<file path="config.mk">
export PLATFORM = sky130hd
export DESIGN_NAME = priority_round_robin_task_scheduler_core
export DESIGN_NICKNAME = d
export VERILOG_FILES = /design/src/sv/prrts_pkg.sv /design/src/sv/prrts_ram.sv /design/src/sv/priority_round_robin_task_scheduler_core.sv
export SDC_FILE = /design/constraint.sdc
export NUM_CORES = 2
export LEC_CHECK = 0
export BUFFER_PORTS_ARGS = -buffer_cell sky130_fd_sc_hd__buf_2
export CAP_MARGIN = 5
export CORE_MARGIN = 5
export CORE_UTILIZATION = 30
export DETAILED_ROUTE_END_ITERATION = 10
export GPL_ROUTABILITY_DRIVEN = 0
export SETUP_SLACK_MARGIN = 0.2
export SYNTH_ARGS = -nofsm -noshare
export SYNTH_HDL_FRONTEND = slang
export SYNTH_HIERARCHICAL = 1
export SYNTH_SLANG_ARGS = --single-unit
</file>
<file path="constraint.sdc">
create_clock -name clk -period 8.3 [get_ports clk]
set_input_delay 0.83 -clock clk [delete_from_list [all_inputs] [get_ports clk]]
set_output_delay 0.83 -clock clk [all_outputs]
set_load 0.02 [all_outputs]
</file>
<file path="src/sv/prrts_pkg.sv">
// package of types and constants for the task scheduler
`default_nettype none
package prrts_pkg;
    localparam int MAX_TASKS   = 16;
    localparam int QUEUE_DEPTH = 32;
    localparam int TID_W  = $clog2(MAX_TASKS);
    localparam int TCNT_W = $clog2(MAX_TASKS + 1);
    localparam int QP_W   = $clog2(QUEUE_DEPTH);
    localparam int QC_W   = $clog2(QUEUE_DEPTH + 1);

    typedef enum logic [2:0] {
        CMD_CREATE    = 3'd0,
        CMD_ACTIVATE  = 3'd1,
        CMD_TERMINATE = 3'd2,
        CMD_WAIT      = 3'd3,
        CMD_TICK      = 3'd4,
        CMD_START     = 3'd5,
        CMD_PICK      = 3'd6,
        CMD_NONE      = 3'd7
    } cmd_t;

    typedef enum logic [1:0] {
        ST_SUSPENDED = 2'd0,
        ST_WAITING   = 2'd1,
        ST_READY     = 2'd2,
        ST_RUNNING   = 2'd3
    } tstate_t;

    typedef enum logic [1:0] {
        ERR_OK      = 2'd0,
        ERR_FULL    = 2'd1,
        ERR_UNKNOWN = 2'd2
    } err_t;

    typedef enum logic [3:0] {
        S_IDLE,
        S_DECODE,
        S_TICK,
        S_BEST,
        S_FILL,
        S_PICK_RD,
        S_PICK,
        S_DONE
    } seq_t;

    localparam logic [7:0] IDLE_PRIO = 8'd255;
endpackage
`default_nettype wire

</file>
<file path="src/sv/prrts_ram.sv">
// generic single-port ram with registered read
`default_nettype none
module prrts_ram #(
    parameter int WIDTH = 8,
    parameter int DEPTH = 16
) (
    input  wire logic                     clk,
    input  wire logic                     we,
    input  wire logic [$clog2(DEPTH)-1:0] addr,
    input  wire logic [WIDTH-1:0]         wdata,
    output logic      [WIDTH-1:0]         rdata
);
    logic [WIDTH-1:0] mem [DEPTH];

    always_ff @(posedge clk)
    begin
        if (we)
        begin
            mem[addr] <= wdata;
        end
        rdata <= mem[addr];
    end
endmodule
`default_nettype wire

</file>
<file path="src/sv/priority_round_robin_task_scheduler_core.sv">
// top level of the fixed-priority round-robin task scheduler
//
// usage: drive command, task_id, priority_req and wait_ticks and pulse start
// while busy is low; the transaction is taken at that edge and busy rises.
// the block walks the task table one entry per cycle with a single shared
// compare unit: a tick visits every created task, a rebuild scans the table
// once for the best priority and once more to refill the ready queue.
// steps, from the accepting edge: create, unknown id, unused command and a
// stopped pick-next go from decode to done; a running pick-next reads the
// queue head and picks before done; activate, terminate, timed wait and start
// scan for the best priority and refill the queue, then pick when a switch
// follows; a tick scans the table and also rebuilds the queue when it releases a task.
// one transaction is in flight at a time; busy falls as done rises, so the
// next transaction can be taken at the edge that ends the done cycle.
// the result (task_id_out, switch_request, error, ready_count) is shown for
// one cycle with done high; the receiver cannot stall it.
// the ready queue sits in a ram; its contents are undefined after reset and
// only live slots between head and tail are ever read, so no clearing pass.
// reset: idle task 0 exists with priority 255, all tasks suspended,
// scheduler stopped, queue empty.
`default_nettype none
module priority_round_robin_task_scheduler_core (
    input  wire logic        clk,
    input  wire logic        rst_n,
    input  wire logic        start,
    output logic             busy,
    input  wire logic [2:0]  command,
    input  wire logic [3:0]  task_id,
    input  wire logic [7:0]  priority_req,
    input  wire logic [15:0] wait_ticks,
    output logic             done,
    output logic [3:0]       task_id_out,
    output logic             switch_request,
    output logic [1:0]       error,
    output logic [5:0]       ready_count
);
    localparam int TW = prrts_pkg::TID_W;
    localparam int CW = prrts_pkg::TCNT_W;
    localparam int PW = prrts_pkg::QP_W;
    localparam int QW = prrts_pkg::QC_W;

    // task table in flip-flops, read through the scan index and the current and popped ids
    logic [7:0]            prio_reg  [prrts_pkg::MAX_TASKS];
    prrts_pkg::tstate_t    tstate_reg [prrts_pkg::MAX_TASKS];
    logic [15:0]           wcnt_reg  [prrts_pkg::MAX_TASKS];
    logic [prrts_pkg::MAX_TASKS-1:0] block_reg;

    logic [CW-1:0] tcount_reg;
    logic [PW-1:0] head_reg, tail_reg;
    logic [QW-1:0] qcount_reg;
    logic [TW-1:0] cur_reg, nxt_reg;
    logic          running_reg;

    prrts_pkg::seq_t state_reg, state_next;
    prrts_pkg::cmd_t cmd_reg;
    logic [TW-1:0]   tid_reg;
    logic [7:0]      preq_reg;
    logic [15:0]     ticks_reg;
    logic [CW-1:0]   idx_reg;
    logic [8:0]      best_reg;
    logic            rel_reg;
    logic            sw_reg;
    logic [1:0]      err_reg;
    logic [TW-1:0]   idout_reg;

    // queue ram port
    logic          q_we;
    logic [PW-1:0] q_addr;
    logic [TW-1:0] q_wdata, q_rdata;

    prrts_ram #(.WIDTH(TW), .DEPTH(prrts_pkg::QUEUE_DEPTH)) u_queue (
        .clk   (clk),
        .we    (q_we),
        .addr  (q_addr),
        .wdata (q_wdata),
        .rdata (q_rdata)
    );

    // scan index into the table
    logic [TW-1:0] idx;
    logic          idx_end;
    assign idx     = idx_reg[TW-1:0];
    assign idx_end = (idx_reg + CW'(1) >= tcount_reg);

    // shared compare unit: candidate priority versus best
    logic       live;
    logic [8:0] cand;
    logic       lt, eq;
    assign live = (tstate_reg[idx] != prrts_pkg::ST_SUSPENDED);
    assign cand = {1'b0, prio_reg[idx]};
    assign lt   = cand < best_reg;
    assign eq   = cand == best_reg;

    logic q_full, q_empty;
    assign q_full  = (qcount_reg == QW'(prrts_pkg::QUEUE_DEPTH));
    assign q_empty = (qcount_reg == '0);

    // pick-next decode against the popped id
    logic [TW-1:0] popped;
    logic          cur_live;
    assign popped   = q_rdata;
    assign cur_live = (tstate_reg[cur_reg] != prrts_pkg::ST_SUSPENDED);

    logic valid_tid;
    assign valid_tid = (CW'(tid_reg) < tcount_reg);

    logic pick_after;
    assign pick_after = running_reg && (cur_reg != '0);

    // next state
    always_comb
    begin
        state_next = state_reg;
        unique case (state_reg)
            prrts_pkg::S_IDLE:
            begin
                if (start)
                begin
                    state_next = prrts_pkg::S_DECODE;
                end
            end
            prrts_pkg::S_DECODE:
            begin
                unique case (cmd_reg) inside
                    prrts_pkg::CMD_ACTIVATE, prrts_pkg::CMD_TERMINATE,
                    prrts_pkg::CMD_WAIT:
                        state_next = valid_tid ? prrts_pkg::S_BEST : prrts_pkg::S_DONE;
                    prrts_pkg::CMD_TICK:  state_next = prrts_pkg::S_TICK;
                    prrts_pkg::CMD_START: state_next = prrts_pkg::S_BEST;
                    prrts_pkg::CMD_PICK:
                        state_next = running_reg ? prrts_pkg::S_PICK_RD : prrts_pkg::S_DONE;
                    default: state_next = prrts_pkg::S_DONE;
                endcase
            end
            prrts_pkg::S_TICK:
            begin
                if (idx_end)
                begin
                    state_next = (rel_reg || (tstate_reg[idx] == prrts_pkg::ST_SUSPENDED
                                  && block_reg[idx] && wcnt_reg[idx] <= 16'd1))
                                 ? prrts_pkg::S_BEST : prrts_pkg::S_DONE;
                end
            end
            prrts_pkg::S_BEST:
            begin
                if (idx_end)
                begin
                    state_next = prrts_pkg::S_FILL;
                end
            end
            prrts_pkg::S_FILL:
            begin
                if (idx_end)
                begin
                    state_next = ((cmd_reg == prrts_pkg::CMD_ACTIVATE ||
                                   cmd_reg == prrts_pkg::CMD_TERMINATE ||
                                   cmd_reg == prrts_pkg::CMD_WAIT) && pick_after)
                                 ? prrts_pkg::S_PICK_RD : prrts_pkg::S_DONE;
                end
            end
            prrts_pkg::S_PICK_RD: state_next = prrts_pkg::S_PICK;
            prrts_pkg::S_PICK:    state_next = prrts_pkg::S_DONE;
            prrts_pkg::S_DONE:    state_next = prrts_pkg::S_IDLE;
            default:              state_next = prrts_pkg::S_IDLE;
        endcase
    end

    // queue ram control
    always_comb
    begin
        q_we    = 1'b0;
        q_addr  = head_reg;
        q_wdata = idx;
        unique case (state_reg)
            prrts_pkg::S_FILL:
            begin
                q_addr  = tail_reg;
                q_wdata = idx;
                q_we    = live && eq && !q_full;
            end
            prrts_pkg::S_PICK:
            begin
                q_addr  = tail_reg;
                q_wdata = cur_reg;
                if (q_empty)
                begin
                    q_we = cur_live;
                end
                else
                begin
                    // after pop one slot is free
                    q_we = cur_live && (prio_reg[cur_reg] == prio_reg[popped]);
                end
            end
            default:
            begin
                q_we = 1'b0;
            end
        endcase
    end

    logic [PW-1:0] tail_inc, head_inc;
    assign tail_inc = (tail_reg == PW'(prrts_pkg::QUEUE_DEPTH - 1)) ? '0 : tail_reg + PW'(1);
    assign head_inc = (head_reg == PW'(prrts_pkg::QUEUE_DEPTH - 1)) ? '0 : head_reg + PW'(1);

    always_ff @(posedge clk or negedge rst_n)
    begin
        if (!rst_n)
        begin
            state_reg   <= prrts_pkg::S_IDLE;
            tcount_reg  <= CW'(1);
            head_reg    <= '0;
            tail_reg    <= '0;
            qcount_reg  <= '0;
            cur_reg     <= '0;
            nxt_reg     <= '0;
            running_reg <= 1'b0;
            block_reg   <= '0;
            idx_reg     <= '0;
            rel_reg     <= 1'b0;
            sw_reg      <= 1'b0;
            err_reg     <= prrts_pkg::ERR_OK;
            done        <= 1'b0;
            cmd_reg     <= prrts_pkg::CMD_NONE;
            tid_reg     <= '0;
            preq_reg    <= '0;
            ticks_reg   <= '0;
            best_reg    <= 9'd256;
            idout_reg   <= '0;
            for (int i = 0; i < prrts_pkg::MAX_TASKS; i++)
            begin
                tstate_reg[i] <= prrts_pkg::ST_SUSPENDED;
                wcnt_reg[i]   <= '0;
                prio_reg[i]   <= (i == 0) ? prrts_pkg::IDLE_PRIO : 8'd0;
            end
        end
        else
        begin
            state_reg <= state_next;
            done      <= (state_reg == prrts_pkg::S_DONE);
            unique case (state_reg)
                prrts_pkg::S_IDLE:
                begin
                    if (start)
                    begin
                        cmd_reg   <= prrts_pkg::cmd_t'(command);
                        tid_reg   <= task_id;
                        preq_reg  <= priority_req;
                        ticks_reg <= wait_ticks;
                        sw_reg    <= 1'b0;
                        err_reg   <= prrts_pkg::ERR_OK;
                        rel_reg   <= 1'b0;
                        idx_reg   <= '0;
                        best_reg  <= 9'd256;
                    end
                end
                prrts_pkg::S_DECODE:
                begin
                    // non-create results pick up next task in the done step
                    unique case (cmd_reg) inside
                        prrts_pkg::CMD_CREATE:
                        begin
                            if (tcount_reg >= CW'(prrts_pkg::MAX_TASKS))
                            begin
                                err_reg   <= prrts_pkg::ERR_FULL;
                                idout_reg <= '0;
                            end
                            else
                            begin
                                idout_reg <= tcount_reg[TW-1:0];
                                prio_reg[tcount_reg[TW-1:0]]   <= preq_reg;
                                tstate_reg[tcount_reg[TW-1:0]] <= prrts_pkg::ST_SUSPENDED;
                                wcnt_reg[tcount_reg[TW-1:0]]   <= '0;
                                block_reg[tcount_reg[TW-1:0]]  <= 1'b0;
                                tcount_reg <= tcount_reg + CW'(1);
                            end
                        end
                        prrts_pkg::CMD_ACTIVATE, prrts_pkg::CMD_TERMINATE,
                        prrts_pkg::CMD_WAIT:
                        begin
                            if (!valid_tid)
                            begin
                                err_reg <= prrts_pkg::ERR_UNKNOWN;
                            end
                            else if (cmd_reg == prrts_pkg::CMD_ACTIVATE)
                            begin
                                tstate_reg[tid_reg] <= prrts_pkg::ST_WAITING;
                            end
                            else
                            begin
                                tstate_reg[tid_reg] <= prrts_pkg::ST_SUSPENDED;
                                if (cmd_reg == prrts_pkg::CMD_WAIT)
                                begin
                                    block_reg[tid_reg] <= 1'b1;
                                    wcnt_reg[tid_reg]  <= ticks_reg;
                                end
                            end
                        end
                        prrts_pkg::CMD_START:
                        begin
                            running_reg   <= 1'b1;
                            cur_reg       <= '0;
                            tstate_reg[0] <= prrts_pkg::ST_WAITING;
                        end
                        default:
                        begin
                        end
                    endcase
                end
                prrts_pkg::S_TICK:
                begin
                    if (tstate_reg[idx] == prrts_pkg::ST_SUSPENDED && block_reg[idx])
                    begin
                        if (wcnt_reg[idx] <= 16'd1)
                        begin
                            wcnt_reg[idx]   <= '0;
                            tstate_reg[idx] <= prrts_pkg::ST_WAITING;
                            block_reg[idx]  <= 1'b0;
                            rel_reg         <= 1'b1;
                        end
                        else
                        begin
                            wcnt_reg[idx] <= wcnt_reg[idx] - 16'd1;
                        end
                    end
                    idx_reg <= idx_end ? '0 : idx_reg + CW'(1);
                end
                prrts_pkg::S_BEST:
                begin
                    if (live && lt)
                    begin
                        best_reg <= cand;
                    end
                    idx_reg <= idx_end ? '0 : idx_reg + CW'(1);
                    if (idx_end)
                    begin
                        head_reg   <= '0;
                        tail_reg   <= '0;
                        qcount_reg <= '0;
                    end
                end
                prrts_pkg::S_FILL:
                begin
                    if (live && eq)
                    begin
                        tstate_reg[idx] <= prrts_pkg::ST_READY;
                        if (!q_full)
                        begin
                            tail_reg   <= tail_inc;
                            qcount_reg <= qcount_reg + QW'(1);
                        end
                    end
                    idx_reg <= idx_end ? '0 : idx_reg + CW'(1);
                end
                prrts_pkg::S_PICK:
                begin
                    sw_reg <= 1'b1;
                    if (q_empty)
                    begin
                        if (cur_live)
                        begin
                            tstate_reg[cur_reg] <= prrts_pkg::ST_RUNNING;
                            tail_reg   <= tail_inc;
                            qcount_reg <= qcount_reg + QW'(1);
                            nxt_reg    <= cur_reg;
                            cur_reg    <= cur_reg;
                            idout_reg  <= cur_reg;
                        end
                        else
                        begin
                            nxt_reg   <= '0;
                            cur_reg   <= '0;
                            idout_reg <= '0;
                        end
                    end
                    else
                    begin
                        nxt_reg   <= popped;
                        cur_reg   <= popped;
                        idout_reg <= popped;
                        head_reg  <= head_inc;
                        tstate_reg[popped] <= prrts_pkg::ST_RUNNING;
                        if (cur_live && (prio_reg[cur_reg] == prio_reg[popped]))
                        begin
                            tail_reg <= tail_inc;
                            if (cur_reg != popped)
                            begin
                                tstate_reg[cur_reg] <= prrts_pkg::ST_READY;
                            end
                        end
                        else
                        begin
                            qcount_reg <= qcount_reg - QW'(1);
                        end
                    end
                end
                prrts_pkg::S_DONE:
                begin
                    if (cmd_reg != prrts_pkg::CMD_CREATE && !sw_reg)
                    begin
                        idout_reg <= nxt_reg;
                    end
                end
                default:
                begin
                end
            endcase
        end
    end

    assign busy           = (state_reg != prrts_pkg::S_IDLE);
    assign task_id_out    = idout_reg;
    assign switch_request = sw_reg;
    assign error          = err_reg;
    assign ready_count    = 6'(qcount_reg);

    // queue count never exceeds its depth
    a_qcount: assert property (@(posedge clk) disable iff (!rst_n)
        qcount_reg <= QW'(prrts_pkg::QUEUE_DEPTH))
        else $error("queue count overflow");
    // task count stays within table
    a_tcount: assert property (@(posedge clk) disable iff (!rst_n)
        tcount_reg >= CW'(1) && tcount_reg <= CW'(prrts_pkg::MAX_TASKS))
        else $error("task count out of range");
    // a switch is only reported while the scheduler runs
    a_sw: assert property (@(posedge clk) disable iff (!rst_n)
        done && switch_request |-> running_reg)
        else $error("switch while stopped");
    // done follows the final sequencer step
    a_done: assert property (@(posedge clk) disable iff (!rst_n)
        done |-> $past(state_reg) == prrts_pkg::S_DONE)
        else $error("stray done");
endmodule
`default_nettype wire
</file>
==> reports/qor.yml <==
run_status:
  status: "complete, no violations"
setup_path:
  critical_path_class: "register to register"
  ff2ff_setup_slack_ns: 2.00
  rr_worst_depth: 12
  crit_path_start: "idx_reg[0]"
  cp.required_ns: 8.83
  cp.arrival_ns: 6.83
  cp-start-kind: "register"
  reg2reg_from: "idx_reg[0]"
  critPathCaptureType: "register"
  critPathMaxFanout: 34
yosys:
  yosys.area_share.simple_pct: 10.71
  synth-edff-count: 128
  synth_top_family_by_area: "compound AO/OA/AOI/OAI gates"
  async_reset_ff_share_pct: 79.72
  synth_warnings: 6
  synthXorXnorAreaFrac_pct: 0.7040
  ys_types: 88
  netlist_area_um2: 41950
  seq_area_frac_synth_pct: 40.35
  synthCells: 4107
  synthMuxAreaShare_pct: 15.29
  syn_avg_cell_area_um2: 10.21
  ys_ff_latch: 651
  synth_top_flop_cell: "dfrtp_1"
  synth_adder_area_share_pct: 0.9843
  synth_nets: 4174
  synth_compound_gate_area_share_pct: 26.68
sta:
  skew_ns: 0.03394
  max_clock_freq_mhz: 158.8
  grt_setup_unrepaired: "no"
  fin_setup_tns_ns: 0
  hold_viol: 0
  setup_viol_count_final: 0
  fin_crit_sh_pct: 75.88
  slew_viol_final: 0
  tightest_slew_ns: 1.387
  slew_headroom_pct: 7.526
  period_needed_ns: 6.298
placement:
  port_buffers: 48
  detailed_place_hpwl_mm: 99.71
  place_area_um2: 43650
  dp.cells: 5700
layout:
  drive_above_1_share_pct: 20.94
  final_cells: 5831
  largest_reg_flops: 256
  final_nets: 3967
  area_growth_pct: 9.697
  postLayoutCellArea_um2: 46010
clock_tree:
  clk_latency_ns: 0.66
  cts_tree: "built"
  cts_sinks: 651
  clk_pin_slew_ns: 0.07
  clockBufferDepth: 3
  numCtsBuffers: 73
  postCtsResizedCells: 0
  cts_setup_buffers: 0
  ctsHoldBuffers: 0
  h-tree-depth: 3
  cts-root-buf: "clkbuf_16"
drt:
  first_pass_iters: 8
  met1_length_mm: 62.30
  drt_iter0_markers: 5369
  wl_mm: 158.6
  highest_layer: "met4"
  num_vias: 37805
  ant_nets: 0
  dr_wl_met2_mm: 70.74
  wl_met3_mm: 17.04
  wl_per_cell_um: 27.20
  routed_via_density: 6.483
  drc: 0
global_routing:
  overflow: 0
  grt_pass1_vias: 36258
  grt_start_max_net_pins: 184
  grt_pass1_wl_mm: 237.4
  antenna_found_initial: 2
  grt_usage_pct: 20.71
hold_path:
  holdCritPathClass: "primary input to async pin"
die:
  die_w_um: 383.9
  core-area_um2: 139200
  die_y_um: 383.9
  ios: 49
  dieArea_um2: 147400
  rows: 137
  initial_core_util_pct: 30.14
pwr:
  p_leak_nw: 17.60
  p_total_mw: 19.79
  ir_drop_uv: 364.0
  power_density_nw_per_um2: 430.0
job:
  cap_violations: 0
-- per-stage QoR --
stage | utilization (%) | hold WS (ns) | setup slack [ns]
floorplan | - | 0.4374 | 3.245
global placement | 31.36 | 0.4498 | 2.225
detailed placement | 31.36 | 0.4547 | 2.177
CTS | 33.05 | 0.2244 | 2.174
global route | 33.06 | 0.2637 | 1.832
finish | 33.06 | 0.1986 | 2.002
-- final cells by class --
cell class / count / area (um2)
Antenna cell: 1 / 2.502
Clock buffer: 114 / 2213
Clock inverter: 15 / 142.6
Fill cell: 14168 / 93170
Inverter: 83 / 311.5
Multi-Input combinational cell: 2939 / 22950
Sequential cell: 651 / 16940
Tap cell: 1876 / 2347
Timing Repair Buffer: 152 / 1106
-- power by group --
group	switching, mW	internal [mW]	total, mW
clock network	1.42	1.89	3.32
logic	7.53	3.83	11.4
registers	0.997	4.12	5.12
-- layout by cell type, fill, tap and decap left out, drive strengths merged, types with 20 or more instances in the layout --
cell | Yosys | layout
buf | 139 | 152
and2 | 33 | 33
nor2b | 23 | 23
clkbuf | 295 | 114
dfrtp | 506 | 506
mux2i | 68 | 68
nand2 | 370 | 370
xor2 | 20 | 20
a32o | 166 | 166
inv | 83 | 86
mux2 | 141 | 141
mux4 | 184 | 184
a22oi | 82 | 82
a21oi | 113 | 113
a31o | 152 | 152
nand2b | 35 | 35
a22o | 32 | 32
a221oi | 47 | 47
o22ai | 40 | 40
nor2 | 234 | 234
a31oi | 67 | 67
nor3 | 34 | 34
edfxtp | 128 | 128
and3 | 35 | 35
ha | 33 | 33
a221o | 185 | 185
o31ai | 41 | 41
nand3 | 109 | 109
o21ai | 467 | 467
-- per-layer routing --
metal | up-vias | track usage (%)
met5 | - | 0
li1 | 15716 | -
met4 | 0 | 9.802
met2 | 2389 | 31.88
met3 | 547 | 4.853
met1 | 19153 | 27.57
-- Yosys cell counts, types with 95 or more instances --
| master | n | share of area, % |
|---|---|---|
| dfrtp_1 | 506 | 30 |
| o21ai_0 | 460 | 5.5 |
| nand2_1 | 370 | 3.3 |
| clkbuf_1 | 293 | 2.6 |
| nor2_1 | 234 | 2.1 |
| a221o_1 | 185 | 4.4 |
| mux4_2 | 184 | 9.9 |
| a32o_1 | 166 | 4.0 |
| a31o_2 | 145 | 3.0 |
| mux2_2 | 141 | 3.8 |
| edfxtp_1 | 128 | 9.2 |
| a21oi_1 | 112 | 1.3 |
| nand3_1 | 103 | 1.2 |
| buf_2 | 95 | 1.1 |
-- worst min-delay path by stage --
stage | slack (ns) | depth (start not counted) | end | startpoint
after floorplan | 0.44 | 2 | ticks_reg[0] | ticks_reg[0]
after global placement | 0.45 | 2 | ticks_reg[12] | ticks_reg[12]
after detailed placement | 0.45 | 2 | ticks_reg[2] | ticks_reg[2]
after CTS | 0.22 | 1 | best_reg[4] | rst_n
after global routing | 0.26 | 1 | best_reg[0] | rst_n
final | 0.20 | 1 | best_reg[1] | rst_n
-- kinds of logic after synthesis --
logic type      after synthesis
fa+ha+maj                    33
simple gates                957
xor+xnor                     32
flops                       651
buf+inv                     517
compound gates             1524
mux                         393
-- critical path, stage by stage, from the launching register on --
cell	delay (ns)
dfrtp_4	0.91
mux4_2	0.59
mux4_2	0.59
ha_1	0.35
nand4_1	0.09
nor4b_1	0.93
a31oi_1	0.18
a31oi_1	0.63
and4b_1	0.41
nand2_1	0.50
buf_4	0.44
o41ai_1	0.36
o21ai_0	0.14
(Power assumes the default switching activity.)
